--- config.mk ---
export PLATFORM = sky130hd
export DESIGN_NAME = epoch_seconds_to_fat_timestamp_top
export DESIGN_NICKNAME = d
export VERILOG_FILES = /design/src/rtl/core/ecfat_pkg.sv /design/src/rtl/core/ecfat_split.sv /design/src/rtl/core/ecfat_tod.sv /design/src/rtl/core/ecfat_civil.sv /design/src/rtl/core/epoch_seconds_to_fat_timestamp_top.sv
export SDC_FILE = /design/constraint.sdc
export NUM_CORES = 2
export LEC_CHECK = 0
export BUFFER_PORTS_ARGS = -buffer_cell sky130_fd_sc_hd__buf_2
export CORE_MARGIN = 2
export CORE_UTILIZATION = 40
export CTS_CLUSTER_SIZE = 25
export DETAILED_ROUTE_END_ITERATION = 10
export PLACE_DENSITY = 0.65
export SKIP_CTS_REPAIR_TIMING = 1
export SLEW_MARGIN = 20
export SYNTH_ARGS = -nofsm -noshare
export SYNTH_HDL_FRONTEND = slang
export SYNTH_SLANG_ARGS = --single-unit
--- constraint.sdc ---
create_clock -name clock -period 10.36 [get_ports clock]
set_clock_uncertainty 0.15 [all_clocks]
set_input_delay 1.554 -clock clock [delete_from_list [all_inputs] [get_ports clock]]
set_output_delay 1.554 -clock clock [all_outputs]
set_load 0.02 [all_outputs]
--- src/rtl/core/ecfat_pkg.sv ---
// ecfat_pkg: shared types, constants and tables for the epoch to fat timestamp pipeline
// no dependencies; used by every module under rtl/core except ecfat_checker
`default_nettype none

package ecfat_pkg;

   // pipeline depths
   localparam int unsigned CivilStages = 8;
   localparam int unsigned TodStages   = 4;
   localparam int unsigned TodDelay    = CivilStages - TodStages;

   // seconds to days, v = t + 2^31 + 74752 so that floor(t / 86400) = v / 86400 - 24856
   localparam logic [32:0] BiasOffset = 33'd74752;
   localparam logic [16:0] RecipDay   = 17'd99420;     // floor(2^26 / 675)
   localparam logic [9:0]  DayUnit    = 10'd675;       // 86400 / 128
   localparam logic [19:0] DaysBase   = 20'd694612;    // 719468 - 24856

   // era and day of era
   localparam logic [19:0] EraFiveStart = 20'd730485;
   localparam logic [19:0] EraFourStart = 20'd584388;
   localparam logic [17:0] EraLastDay   = 18'd146096;
   localparam logic [17:0] CenturyDays  = 18'd36524;
   localparam logic [10:0] QuadLess     = 11'd1460;
   localparam logic [7:0]  RecipQuad    = 8'd179;      // floor(2^18 / 1460)
   localparam logic [9:0]  RecipYear    = 10'd718;     // floor(2^18 / 365)
   localparam logic [8:0]  YearDays     = 9'd365;
   localparam logic [8:0]  CenturyYears = 9'd100;
   localparam logic [11:0] EraFourYear  = 12'd1600;
   localparam logic [11:0] EraFiveYear  = 12'd2000;
   localparam logic [11:0] BaseYear     = 12'd1980;
   localparam logic [3:0]  MonthsInYear = 4'd12;

   // time of day
   localparam logic [5:0]  RecipHour = 6'd36;          // floor(2^17 / 3600)
   localparam logic [11:0] HourSecs  = 12'd3600;
   localparam logic [6:0]  RecipMin  = 7'd68;          // floor(2^12 / 60)
   localparam logic [5:0]  MinSecs   = 6'd60;

   // register reset values
   localparam logic [11:0] ResetYear  = 12'd2020;
   localparam logic [3:0]  ResetMonth = 4'd1;
   localparam logic [4:0]  ResetDay   = 5'd1;

   typedef enum logic [1:0] {
      CSR_YEAR  = 2'd0,
      CSR_MONTH = 2'd1,
      CSR_DAY   = 2'd2
   } csr_index_type;

   typedef struct packed {
      logic        valid;
      logic        zero;
      logic [19:0] days;
      logic [16:0] tod_secs;
   } split_type;

   typedef struct packed {
      logic [4:0] hours;
      logic [5:0] mins;
      logic [5:0] secs;
   } tod_type;

   typedef struct packed {
      logic        valid;
      logic [11:0] year;
      logic [3:0]  month;
      logic [4:0]  day;
   } civil_type;

   // first day of each month counted from march 1
   function automatic logic [8:0] month_start(input logic [3:0] mp);
      logic [8:0] start_day;
      unique case (mp)
         4'd0:  start_day = 9'd0;
         4'd1:  start_day = 9'd31;
         4'd2:  start_day = 9'd61;
         4'd3:  start_day = 9'd92;
         4'd4:  start_day = 9'd122;
         4'd5:  start_day = 9'd153;
         4'd6:  start_day = 9'd184;
         4'd7:  start_day = 9'd214;
         4'd8:  start_day = 9'd245;
         4'd9:  start_day = 9'd275;
         4'd10: start_day = 9'd306;
         4'd11: start_day = 9'd337;
         default: start_day = 9'd0;
      endcase
      return start_day;
   endfunction

endpackage

`default_nettype wire

--- src/rtl/core/ecfat_split.sv ---
// ecfat_split: three register stages that split signed epoch seconds into days and seconds of day
// depends on ecfat_pkg
`default_nettype none

module ecfat_split (
   input  logic                  clock,
   input  logic                  reset,
   input  logic                  start_accept,
   input  logic signed [31:0]    epoch_seconds,
   output ecfat_pkg::split_type  split_out
);

   logic        s1_valid_ff;
   logic        s1_zero_ff;
   logic [31:0] s1_secs_ff;

   logic        s2_valid_ff;
   logic        s2_zero_ff;
   logic [16:0] s2_quot_ff;
   logic [25:0] s2_blocks_ff;
   logic [6:0]  s2_low_ff;

   ecfat_pkg::split_type s3_ff;
   ecfat_pkg::split_type s3_in;

   logic [32:0] biased;
   logic [42:0] recip_prod;
   logic [16:0] s2_quot_in;
   logic [26:0] quot_mul;
   logic [26:0] rem_raw;
   logic        rem_fix;
   logic [26:0] rem_adj;
   logic [16:0] quot_adj;

   // stage 2: biased count, reciprocal estimate of the 675 quotient
   assign biased     = {1'b0, ~s1_secs_ff[31], s1_secs_ff[30:0]} + ecfat_pkg::BiasOffset;
   assign recip_prod = 43'(biased[32:7]) * 43'(ecfat_pkg::RecipDay);
   assign s2_quot_in = recip_prod[42:26];

   // stage 3: one correction step
   assign quot_mul = 27'(s2_quot_ff) * 27'(ecfat_pkg::DayUnit);
   assign rem_raw  = 27'(s2_blocks_ff) - quot_mul;
   assign rem_fix  = (rem_raw >= 27'(ecfat_pkg::DayUnit));
   assign rem_adj  = rem_fix ? (rem_raw - 27'(ecfat_pkg::DayUnit)) : rem_raw;
   assign quot_adj = s2_quot_ff + 17'(rem_fix);

   always_comb begin
      s3_in.valid    = s2_valid_ff;
      s3_in.zero     = s2_zero_ff;
      s3_in.days     = 20'(quot_adj) + ecfat_pkg::DaysBase;
      s3_in.tod_secs = {rem_adj[9:0], s2_low_ff};
   end

   always_ff @(posedge clock) begin
      if (reset) begin
         s1_valid_ff <= 1'b0;
         s2_valid_ff <= 1'b0;
         s3_ff.valid <= 1'b0;
      end else begin
         s1_valid_ff <= start_accept;
         s2_valid_ff <= s1_valid_ff;
         s3_ff.valid <= s3_in.valid;
      end
   end

   always_ff @(posedge clock) begin
      s1_secs_ff     <= epoch_seconds;
      s1_zero_ff     <= (epoch_seconds == 32'sd0);
      s2_zero_ff     <= s1_zero_ff;
      s2_quot_ff     <= s2_quot_in;
      s2_blocks_ff   <= biased[32:7];
      s2_low_ff      <= biased[6:0];
      s3_ff.zero     <= s3_in.zero;
      s3_ff.days     <= s3_in.days;
      s3_ff.tod_secs <= s3_in.tod_secs;
   end

   assign split_out = s3_ff;

endmodule

`default_nettype wire

--- src/rtl/core/ecfat_tod.sv ---
// ecfat_tod: four register stages that split seconds of day into hours, minutes and seconds
// depends on ecfat_pkg
`default_nettype none

module ecfat_tod (
   input  logic                clock,
   input  logic [16:0]         tod_secs,
   output ecfat_pkg::tod_type  tod_out
);

   logic [16:0] t1_rem_ff;
   logic [4:0]  t1_hour_ff;
   logic [4:0]  t1_hour_in;
   logic [22:0] hour_prod;

   logic [11:0] t2_rem_ff;
   logic [4:0]  t2_hour_ff;
   logic [11:0] t2_rem_in;
   logic [4:0]  t2_hour_in;
   logic [16:0] hour_mul;
   logic [16:0] hour_rem;
   logic        hour_fix;

   logic [11:0] t3_rem_ff;
   logic [4:0]  t3_hour_ff;
   logic [5:0]  t3_min_ff;
   logic [5:0]  t3_min_in;
   logic [18:0] min_prod;

   ecfat_pkg::tod_type t4_ff;
   ecfat_pkg::tod_type t4_in;
   logic [11:0] min_mul;
   logic [11:0] min_rem;
   logic        min_fix;

   assign hour_prod  = 23'(tod_secs) * 23'(ecfat_pkg::RecipHour);
   assign t1_hour_in = hour_prod[21:17];

   assign hour_mul   = 17'(t1_hour_ff) * 17'(ecfat_pkg::HourSecs);
   assign hour_rem   = t1_rem_ff - hour_mul;
   assign hour_fix   = (hour_rem >= 17'(ecfat_pkg::HourSecs));
   assign t2_rem_in  = hour_fix ? 12'(hour_rem - 17'(ecfat_pkg::HourSecs)) : hour_rem[11:0];
   assign t2_hour_in = t1_hour_ff + 5'(hour_fix);

   assign min_prod   = 19'(t2_rem_ff) * 19'(ecfat_pkg::RecipMin);
   assign t3_min_in  = min_prod[17:12];

   assign min_mul    = 12'(t3_min_ff) * 12'(ecfat_pkg::MinSecs);
   assign min_rem    = t3_rem_ff - min_mul;
   assign min_fix    = (min_rem >= 12'(ecfat_pkg::MinSecs));

   always_comb begin
      t4_in.hours = t3_hour_ff;
      t4_in.mins  = t3_min_ff + 6'(min_fix);
      t4_in.secs  = min_fix ? 6'(min_rem - 12'(ecfat_pkg::MinSecs)) : min_rem[5:0];
   end

   always_ff @(posedge clock) begin
      t1_rem_ff  <= tod_secs;
      t1_hour_ff <= t1_hour_in;
      t2_rem_ff  <= t2_rem_in;
      t2_hour_ff <= t2_hour_in;
      t3_rem_ff  <= t2_rem_ff;
      t3_hour_ff <= t2_hour_ff;
      t3_min_ff  <= t3_min_in;
      t4_ff      <= t4_in;
   end

   assign tod_out = t4_ff;

endmodule

`default_nettype wire

--- src/rtl/core/ecfat_civil.sv ---
// ecfat_civil: eight register stages turning a march-based day count into year, month and day
// depends on ecfat_pkg
`default_nettype none

module ecfat_civil (
   input  logic                  clock,
   input  logic                  reset,
   input  ecfat_pkg::split_type  split_in,
   output ecfat_pkg::civil_type  civil_out
);

   // stage 1: era and day of era
   logic        c1_valid_ff;
   logic        c1_era5_ff;
   logic [17:0] c1_eday_ff;
   logic        c1_era5_in;
   logic [17:0] c1_eday_in;

   // stage 2: estimate of eday / 1460, century and last day flags
   logic        c2_valid_ff;
   logic        c2_era5_ff;
   logic [17:0] c2_eday_ff;
   logic [7:0]  c2_quad_ff;
   logic [2:0]  c2_cent_ff;
   logic        c2_last_ff;
   logic [25:0] quad_prod;
   logic [2:0]  c2_cent_in;

   // stage 3: corrected quotient and year numerator
   logic        c3_valid_ff;
   logic        c3_era5_ff;
   logic [17:0] c3_eday_ff;
   logic [17:0] c3_num_ff;
   logic [17:0] quad_mul;
   logic [17:0] quad_rem;
   logic [7:0]  quad_adj;
   logic [17:0] c3_num_in;

   // stage 4: estimate of year of era
   logic        c4_valid_ff;
   logic        c4_era5_ff;
   logic [17:0] c4_eday_ff;
   logic [17:0] c4_num_ff;
   logic [8:0]  c4_year_ff;
   logic [27:0] year_prod;

   // stage 5: corrected year of era
   logic        c5_valid_ff;
   logic        c5_era5_ff;
   logic [17:0] c5_eday_ff;
   logic [8:0]  c5_year_ff;
   logic [17:0] year_mul;
   logic [17:0] year_rem;
   logic [8:0]  c5_year_in;

   // stage 6: day of year
   logic        c6_valid_ff;
   logic        c6_era5_ff;
   logic [8:0]  c6_year_ff;
   logic [8:0]  c6_yday_ff;
   logic [1:0]  cent_years;
   logic [17:0] year_start;
   logic [17:0] c6_yday_in;

   // stage 7: march-based month
   logic        c7_valid_ff;
   logic        c7_era5_ff;
   logic [8:0]  c7_year_ff;
   logic [8:0]  c7_yday_ff;
   logic [3:0]  c7_mp_ff;
   logic [3:0]  c7_mp_in;

   // stage 8: calendar fields
   ecfat_pkg::civil_type c8_ff;
   ecfat_pkg::civil_type c8_in;
   logic [3:0]  month_val;

   assign c1_era5_in = (split_in.days >= ecfat_pkg::EraFiveStart);
   assign c1_eday_in = c1_era5_in ? 18'(split_in.days - ecfat_pkg::EraFiveStart)
                                  : 18'(split_in.days - ecfat_pkg::EraFourStart);

   assign quad_prod  = 26'(c1_eday_ff) * 26'(ecfat_pkg::RecipQuad);
   assign c2_cent_in = 3'(c1_eday_ff >= ecfat_pkg::CenturyDays)
                     + 3'(c1_eday_ff >= 18'(2 * ecfat_pkg::CenturyDays))
                     + 3'(c1_eday_ff >= 18'(3 * ecfat_pkg::CenturyDays))
                     + 3'(c1_eday_ff >= 18'(4 * ecfat_pkg::CenturyDays));

   assign quad_mul  = 18'(c2_quad_ff) * 18'(ecfat_pkg::QuadLess);
   assign quad_rem  = c2_eday_ff - quad_mul;
   assign quad_adj  = c2_quad_ff + 8'(quad_rem >= 18'(ecfat_pkg::QuadLess));
   assign c3_num_in = c2_eday_ff - 18'(quad_adj) + 18'(c2_cent_ff) - 18'(c2_last_ff);

   assign year_prod = 28'(c3_num_ff) * 28'(ecfat_pkg::RecipYear);

   assign year_mul   = 18'(c4_year_ff) * 18'(ecfat_pkg::YearDays);
   assign year_rem   = c4_num_ff - year_mul;
   assign c5_year_in = c4_year_ff + 9'(year_rem >= 18'(ecfat_pkg::YearDays));

   assign cent_years = 2'(c5_year_ff >= ecfat_pkg::CenturyYears)
                     + 2'(c5_year_ff >= 9'(2 * ecfat_pkg::CenturyYears))
                     + 2'(c5_year_ff >= 9'(3 * ecfat_pkg::CenturyYears));
   assign year_start = 18'(c5_year_ff) * 18'(ecfat_pkg::YearDays)
                     + 18'(c5_year_ff[8:2]) - 18'(cent_years);
   assign c6_yday_in = c5_eday_ff - year_start;

   always_comb begin
      c7_mp_in = 4'd0;
      for (int i = 1; i < int'(ecfat_pkg::MonthsInYear); i++) begin
         c7_mp_in = c7_mp_in + 4'(c6_yday_ff >= ecfat_pkg::month_start(4'(i)));
      end
   end

   assign month_val = (c7_mp_ff < 4'd10) ? (c7_mp_ff + 4'd3) : (c7_mp_ff - 4'd9);

   always_comb begin
      c8_in.valid = c7_valid_ff;
      c8_in.month = month_val;
      c8_in.day   = 5'(c7_yday_ff - ecfat_pkg::month_start(c7_mp_ff) + 9'd1);
      c8_in.year  = 12'(c7_year_ff)
                  + (c7_era5_ff ? ecfat_pkg::EraFiveYear : ecfat_pkg::EraFourYear)
                  + 12'(month_val <= 4'd2);
   end

   always_ff @(posedge clock) begin
      if (reset) begin
         c1_valid_ff <= 1'b0;
         c2_valid_ff <= 1'b0;
         c3_valid_ff <= 1'b0;
         c4_valid_ff <= 1'b0;
         c5_valid_ff <= 1'b0;
         c6_valid_ff <= 1'b0;
         c7_valid_ff <= 1'b0;
         c8_ff.valid <= 1'b0;
      end else begin
         c1_valid_ff <= split_in.valid;
         c2_valid_ff <= c1_valid_ff;
         c3_valid_ff <= c2_valid_ff;
         c4_valid_ff <= c3_valid_ff;
         c5_valid_ff <= c4_valid_ff;
         c6_valid_ff <= c5_valid_ff;
         c7_valid_ff <= c6_valid_ff;
         c8_ff.valid <= c8_in.valid;
      end
   end

   always_ff @(posedge clock) begin
      c1_era5_ff  <= c1_era5_in;
      c1_eday_ff  <= c1_eday_in;
      c2_era5_ff  <= c1_era5_ff;
      c2_eday_ff  <= c1_eday_ff;
      c2_quad_ff  <= quad_prod[25:18];
      c2_cent_ff  <= c2_cent_in;
      c2_last_ff  <= (c1_eday_ff == ecfat_pkg::EraLastDay);
      c3_era5_ff  <= c2_era5_ff;
      c3_eday_ff  <= c2_eday_ff;
      c3_num_ff   <= c3_num_in;
      c4_era5_ff  <= c3_era5_ff;
      c4_eday_ff  <= c3_eday_ff;
      c4_num_ff   <= c3_num_ff;
      c4_year_ff  <= year_prod[26:18];
      c5_era5_ff  <= c4_era5_ff;
      c5_eday_ff  <= c4_eday_ff;
      c5_year_ff  <= c5_year_in;
      c6_era5_ff  <= c5_era5_ff;
      c6_year_ff  <= c5_year_ff;
      c6_yday_ff  <= c6_yday_in[8:0];
      c7_era5_ff  <= c6_era5_ff;
      c7_year_ff  <= c6_year_ff;
      c7_yday_ff  <= c6_yday_ff;
      c7_mp_ff    <= c7_mp_in;
      c8_ff.year  <= c8_in.year;
      c8_ff.month <= c8_in.month;
      c8_ff.day   <= c8_in.day;
   end

   assign civil_out = c8_ff;

endmodule

`default_nettype wire

--- src/rtl/core/epoch_seconds_to_fat_timestamp_top.sv ---
// throughput: one item per cycle while busy is low, fully pipelined; 3 split, 8 calendar and 1 output stage
// busy follows reset and is low otherwise; the result side never stalls
// reset clears every pipeline valid bit (items in flight are dropped) and
// loads the default date registers with 2020-01-01
// depends on ecfat_pkg, ecfat_split, ecfat_tod, ecfat_civil
`default_nettype none

module epoch_seconds_to_fat_timestamp_top (
   input  logic               clock,
   input  logic               reset,
   input  logic               start,
   output logic               busy,
   input  logic signed [31:0] req_epoch_seconds,
   output logic               rsp_valid,
   output logic [31:0]        rsp_fat_stamp,
   output logic               rsp_used_default,
   input  logic               csr_valid,
   output logic               csr_ready,
   input  logic [1:0]         csr_index,
   input  logic [11:0]        csr_wdata
);

   ecfat_pkg::split_type split_q;
   ecfat_pkg::tod_type   tod_q;
   ecfat_pkg::civil_type civil_q;

   logic [11:0] cfg_year_ff;
   logic [3:0]  cfg_month_ff;
   logic [4:0]  cfg_day_ff;

   logic               zero_dly_ff [ecfat_pkg::CivilStages];
   ecfat_pkg::tod_type tod_dly_ff  [ecfat_pkg::TodDelay];

   logic        rsp_valid_ff;
   logic [31:0] rsp_stamp_ff;
   logic        rsp_default_ff;
   logic [31:0] rsp_stamp_in;

   logic        use_default;
   logic [11:0] year_off;
   logic [3:0]  month_sel;
   logic [4:0]  day_sel;
   ecfat_pkg::tod_type tod_sel;

   assign busy      = reset;
   assign csr_ready = 1'b1;

   ecfat_split u_split (
      .clock         (clock),
      .reset         (reset),
      .start_accept  (start && !busy),
      .epoch_seconds (req_epoch_seconds),
      .split_out     (split_q)
   );

   ecfat_tod u_tod (
      .clock    (clock),
      .tod_secs (split_q.tod_secs),
      .tod_out  (tod_q)
   );

   ecfat_civil u_civil (
      .clock     (clock),
      .reset     (reset),
      .split_in  (split_q),
      .civil_out (civil_q)
   );

   always_ff @(posedge clock) begin
      if (reset) begin
         cfg_year_ff  <= ecfat_pkg::ResetYear;
         cfg_month_ff <= ecfat_pkg::ResetMonth;
         cfg_day_ff   <= ecfat_pkg::ResetDay;
      end else if (csr_valid && csr_ready) begin
         unique case (ecfat_pkg::csr_index_type'(csr_index))
            ecfat_pkg::CSR_YEAR:  cfg_year_ff  <= csr_wdata;
            ecfat_pkg::CSR_MONTH: cfg_month_ff <= csr_wdata[3:0];
            ecfat_pkg::CSR_DAY:   cfg_day_ff   <= csr_wdata[4:0];
            default: ;
         endcase
      end
   end

   // align zero flag and time of day with the calendar stages
   always_ff @(posedge clock) begin
      zero_dly_ff[0] <= split_q.zero;
      for (int i = 1; i < int'(ecfat_pkg::CivilStages); i++) begin
         zero_dly_ff[i] <= zero_dly_ff[i-1];
      end
      tod_dly_ff[0] <= tod_q;
      for (int i = 1; i < int'(ecfat_pkg::TodDelay); i++) begin
         tod_dly_ff[i] <= tod_dly_ff[i-1];
      end
   end

   assign use_default = zero_dly_ff[ecfat_pkg::CivilStages-1];

   always_comb begin
      if (use_default) begin
         year_off  = cfg_year_ff - ecfat_pkg::BaseYear;
         month_sel = cfg_month_ff;
         day_sel   = cfg_day_ff;
         tod_sel   = '0;
      end else begin
         year_off  = civil_q.year - ecfat_pkg::BaseYear;
         month_sel = civil_q.month;
         day_sel   = civil_q.day;
         tod_sel   = tod_dly_ff[ecfat_pkg::TodDelay-1];
      end
      // seconds go in undivided
      rsp_stamp_in = {year_off[6:0], month_sel, day_sel, tod_sel.hours, tod_sel.mins, 5'd0}
                   | {26'd0, tod_sel.secs};
   end

   always_ff @(posedge clock) begin
      if (reset) begin
         rsp_valid_ff <= 1'b0;
      end else begin
         rsp_valid_ff <= civil_q.valid;
      end
   end

   always_ff @(posedge clock) begin
      rsp_stamp_ff   <= rsp_stamp_in;
      rsp_default_ff <= use_default;
   end

   assign rsp_valid        = rsp_valid_ff;
   assign rsp_fat_stamp    = rsp_stamp_ff;
   assign rsp_used_default = rsp_default_ff;

endmodule

`default_nettype wire

# After elaboration in Yosys (flattened, before gate mapping)
# Memories as Yosys holds them, arrays and structs flattened. A register that Yosys moved wholly into a read port is not among the register bits.
# Cells that the tools add are included.
# op_classes
addsub,46
n_mul,11
div_mod_pow,0
magnitude_cmp,26
n_eq_ne,3
shifts,0
mux,10
bitwise,2
reduce_logical,7
# op_table
operator,count
$ge A9 B8 Y1 const B,5
$mul A26 B15 Y41 const B,1
$add A4 B1 Y4,9
$ge A18 B17 Y1 const B,2
$ge A9 B9 Y1 const B,4
$sub A18 B18 Y18,2
$add A32 B17 Y33 const B,1
$logic_not A32 Y1,1
$or A32 B6 Y32,1
$ge A27 B10 Y1 const B,1
$ge A9 B7 Y1 const B,3
$mul A17 B10 Y27 const B,1
$sub A26 B27 Y27,1
$mul A18 B8 Y26 const B,1
$mul A18 B9 Y26 const B,1
$add A17 B20 Y20 const B,1
$ge A20 B20 Y1 const B,1
$mul A17 B4 Y20 const B,1
$add A18 B3 Y18,1
$eq A18 B18 Y1 const B,1
$ge A18 B11 Y1 const B,1
$ge A18 B16 Y1 const B,1
$ge A18 B18 Y1 const B,1
$ge A18 B9 Y1 const B,1
54 further kinds,62
# totals
reg_bits,446
latchBits,0
ram_bits,76
romBits,144
in_bits,50
out_inout_bits,36
n_memories,3
# mem_list
memory,depth,width,rd,rd_ports_with_merged_regs,wr,line,source
(name not given),16,9,1,1,0,ecfat_pkg.sv:73,unique case (mp)
tod_dly_ff,4,17,4,0,4,epoch_seconds_to_fat_timestamp_top.sv:32,ecfat_pkg::tod_type tod_dly_ff [ecfat_pkg::TodDelay];
zero_dly_ff,8,1,8,0,8,epoch_seconds_to_fat_timestamp_top.sv:31,logic zero_dly_ff [ecfat_pkg::CivilStages];

# Logic depth before layout (Yosys ltp)
# logic_depth
ltp_word,11
depth_mapped,41

# By module
# A second synthesis with hierarchy kept.
# unflattened
hier_cells,4123
hier_area_um2,41354.7
# by_module_without_submodules
module,instances,cells_each,area_per_inst_um2,seq_area_each_um2
ecfat_civil,1,1981,19224.7,4124.0
ecfat_split,1,1470,14159.8,2482.4
ecfat_tod,1,455,4755.8,1581.5
epoch_seconds_to_fat_timestamp_top,1,217,3214.3,2522.4

# Worst setup path before layout
# No wires, ideal clock.
# synth_timing
path_kind,flip-flop to flip-flop
start,register u_civil.c2_quad_ff[2]
end,register u_civil.c3_num_ff[16]
setup_ns,0.072
t_arrival_ns,8.343
required_time_ns,10.138
setup_slack_ns,1.795
path_stages_with_launch,40
period_less_slack_ns,8.565
cell_sequence,dfxtp_1 -> ha_1 -> fa_1 -> inv_1 -> fa_1 -> inv_1 -> fa_1 -> ha_1 -> a21o_1 -> a21oi_1 -> o21bai_1 -> a21oi_1 -> nor2b_1 -> o21a_1 -> o21ai_0 -> nand2b_1 -> a21oi_1 -> xor2_1 -> [... 4 more ...] -> xnor2_1 -> or4_1 -> ha_1 -> fa_1 -> fa_1 -> inv_1 -> ha_1 -> fa_1 -> a21o_1 -> a21oi_1 -> o21bai_1 -> a21oi_1 -> o21bai_1 -> a211oi_1 -> o21a_1 -> o31ai_1 -> a21oi_1 -> xnor2_1
# synth_between
elab_chain_cells,7
# synth_rtl
item,line,source
start: declaration,ecfat_civil.sv:23,logic [7:0] c2_quad_ff;
start signal: assignment,ecfat_civil.sv:151,c2_quad_ff <= quad_prod[25:18];
$mul A8 B9 Y16,ecfat_civil.sv:88,assign quad_mul = 18'(c2_quad_ff) * 18'(ecfat_pkg::QuadLess);
$sub A18 B18 Y18,ecfat_civil.sv:89,assign quad_rem = c2_eday_ff - quad_mul;
$ge A18 B11 Y1,ecfat_civil.sv:90,assign quad_adj = c2_quad_ff + 8'(quad_rem >= 18'(ecfat_pkg::QuadLess));
$add A8 B1 Y8 *,ecfat_civil.sv:90,
$sub A18 B8 Y18 *,ecfat_civil.sv:91,assign c3_num_in = c2_eday_ff - 18'(quad_adj) + 18'(c2_cent_ff) - 18'(c2_last_ff);
$add A18 B3 Y18 *,ecfat_civil.sv:91,
$sub A18 B1 Y18 *,ecfat_civil.sv:91,
via u_civil.c3_num_in[16],ecfat_civil.sv:37,logic [17:0] c3_num_in;
end signal: assignment,ecfat_civil.sv:156,c3_num_ff <= c3_num_in;
end: declaration,ecfat_civil.sv:33,logic [17:0] c3_num_ff;
# The timed path passes the listed nets; every way through them passes the cells marked *.
# A chain may end at the register's enable or synchronous reset.

# Worst setup path in the final report
# Same ends and word-level chain as after synthesis.

==> results.md <==
- Most common cell in the netlist: inv_1
- Die width: around 320 microns
- Worst Hold Class: reg2reg
- # diodes: 0
- Maximum clock rate: ~0.11 GHz
- Syn-to-layout area delta: 9.72%
- All-Layer GR Usage: about 15%
- Worst Path Required: 10.77 ns
- Largest net degree at the start of global routing: 36
- Routed Antenna Nets: 0
- Die Area: about 100000 sq um
- Hold Vio Cnt, Final: 0
- Clk Latency, worst-skew pair: between 0.6 and 0.7 ns
- Post-synthesis sequential area ratio: between 20% and 30%
- Rows: ~120
- Initial antenna violation count: 4
- Yosys cell types: 85
- I/O pin count: 86
- Initial Util: 40.3%
- Worst setup SP type: flip-flop
- Cell count after synthesis: 3988
- TritonRoute pass-1 iters: 5
- CTS tree: built
- Ratio of cells with drive above 1 in the final layout: between 5 and 6%
- Outcome: complete, no violations
- First-pass GRT wire length: ~130000 microns
- Main flop type after synthesis: dfxtp_1
- Final-stage net count: 5290
- Die Ht: roughly 320 microns
- Final Max Slew Viols: 0
- Yosys reg bits: about 530
- Max incr delay on CP: approximately 0.55 ns
- H-Tree Depth: 2
- Synthesized area: 40200 sq um
- Fillcell total: between 9000 and 10000
- Critical Path End Type: flip-flop
- Worst EP arrival: 9.78 ns
- CP Class: reg2reg
- Post-synth top cells: inv_1 (810), ha_1 (771), dfxtp_1 (526)
- Max_slew headroom: a little over a third
- Detailed-route wire length per cell: ~14 microns
- CTS max path bufs: 3
- MaxCap Viol Count: 0
- DR iter-0 viols: around 1000
- Worst-path clk slew: roughly 0.060 ns
- Routed wire length: 73800 microns
- Min cycle time layout: approximately 9.4 ns
- GPL Wtd Cong: roughly 0.86
- DP HPWL: approximately 61000 microns
- Worst Max-Slew Pin Slew: roughly 0.95 ns
- Synth area leader: dfxtp_1
- Gr ovfl total: 0
- Largest cells by area after synthesis: dfxtp_1 (26%), ha_1 (24%), fa_1 (18%), inv_1 (7.6%), xnor2_1 (4.0%)
- Slowest-stage cell, CP: or4_1
- Vias after detailed routing: between 20000 and 30000
- Clock sinks: around 530
- Drt via density: slightly below 5
- Port Buffers: just under 80
- Vias in the first global route: ~27000
- Core box area: about 100000 sq um
- Clock Root Buffer: clkbuf_16
- Number of flops mapped to enable cells by yosys: 0
- Syn Nets: around 5200
- Avg Cell Area, Syn: a little over 10 sq um
- Yosys top cell area share: around a quarter
- Setup_tns: 0 ns
- RSZ-0062 raised after global routing: no
- DRC violations left: 0
- Fin crit share: ~90%
- Final setup violation count: 0
- Total CTS buffers: 56
- Ys async rst share: 0%
- Maximum fanout along the worst path: 5
- Yosys warns: 0
[worst max-delay path, delay by kind of cell, from the launching register on]
family	cells	cell delay, ns
buffers and inverters	3	0.14
XOR/XNOR	2	0.31
adder cells (fa/ha/maj)	11	4.26
AND/OR/NAND/NOR	6	1.11
AO/OA/AOI/OAI	17	2.94
flip-flops	1	0.38
[cell usage in the layout, fill, tap and decap left out, drive strengths merged, types with 74 or more instances in the layout]
cell    instances
inv           814
ha            771
dfxtp         526
fa            365
xnor2         183
nor2          162
a21oi         157
nand2         127
o21ai         109
buf            92
clkbuf         74
[layout make-up]
| cell class | instances | area [sq um] | area share, % |
|---|---|---|---|
| Clock inverter | 27 | 369 | 0.837 |
| Multi-Input combinational cell | 2617 | 26500 | 60.1 |
| Timing Repair Buffer | 92 | 493 | 1.12 |
| Sequential cell | 526 | 10500 | 23.9 |
| Clock buffer | 74 | 1560 | 3.53 |
| Inverter | 811 | 3040 | 6.90 |
| Tap cell | 1298 | 1620 | 3.68 |
[path summary, 6_finish.rpt]
check	depth (start not counted)	endpoint	from	slack, ns
min reg2reg	0	zero_dly_ff[1][1]	zero_dly_ff[1][0]	0.15
min	0	zero_dly_ff[1][1]	zero_dly_ff[1][0]	0.15
max	39	u_civil.c3_num_ff[16]	u_civil.c2_quad_ff[2]	0.99
max reg2reg	39	u_civil.c3_num_ff[16]	u_civil.c2_quad_ff[2]	0.99
[cells by family (layout without fill, tap and decap cells)]
kind of cell	Yosys count	after routing	share of synthesized area, %
multiplexers	52	52	1.36
other	1	1	0.00933
flip-flops	526	526	26.2
buffers and inverters	845	1004	7.91
adder cells (fa/ha/maj)	1136	1136	42.2
AND/OR/NAND/NOR	624	624	7.76
AO/OA/AOI/OAI	549	549	8.98
XOR/XNOR	255	255	5.61
[flip-flops by register name, indices dropped and copies added, names as in the netlist, 12 cells and up, named ones only]
signal,flops
u_split.split_out,38
u_civil.c2_eday_ff,18
u_split.s1_secs_ff,32
u_split.s2_blocks_ff,26
u_civil.civil_out,17
u_civil.c3_num_ff,18
u_tod.tod_out,17
u_civil.c4_num_ff,18
u_tod.t2_rem_ff,12
u_tod.t1_rem_ff,17
u_split.s2_quot_ff,17
u_civil.c1_eday_ff,18
u_tod.t3_rem_ff,12
rsp_fat_stamp,32
tod_dly_ff,68
[layer usage]
metal  wire length, microns  track usage, %
met5                     18               0
met3                   2380            2.00
met4                   1830            4.18
met1                  34900            19.3
met2                  34700            25.5
[through the flow]
step	utilization (%)	instance area (sq um)	instances	hold WS [ns]	setup slack (ns)
6_report	44.2	44100	5445	0.154	0.994
5_1_grt	44.2	44100	5445	0.162	0.282
4_1_cts	44.2	44100	5445	0.153	0.944
3_5_place_dp	42.2	42200	5344	0.162	0.973
3_3_place_gp	42.2	42200	5344	0.160	1.05
2_1_floorplan	-	40200	3988	0.160	1.79
Power is left out: the tool's default activity adds up to more than one toggle a clock period on the data nets, which glitch-free logic cannot reach.
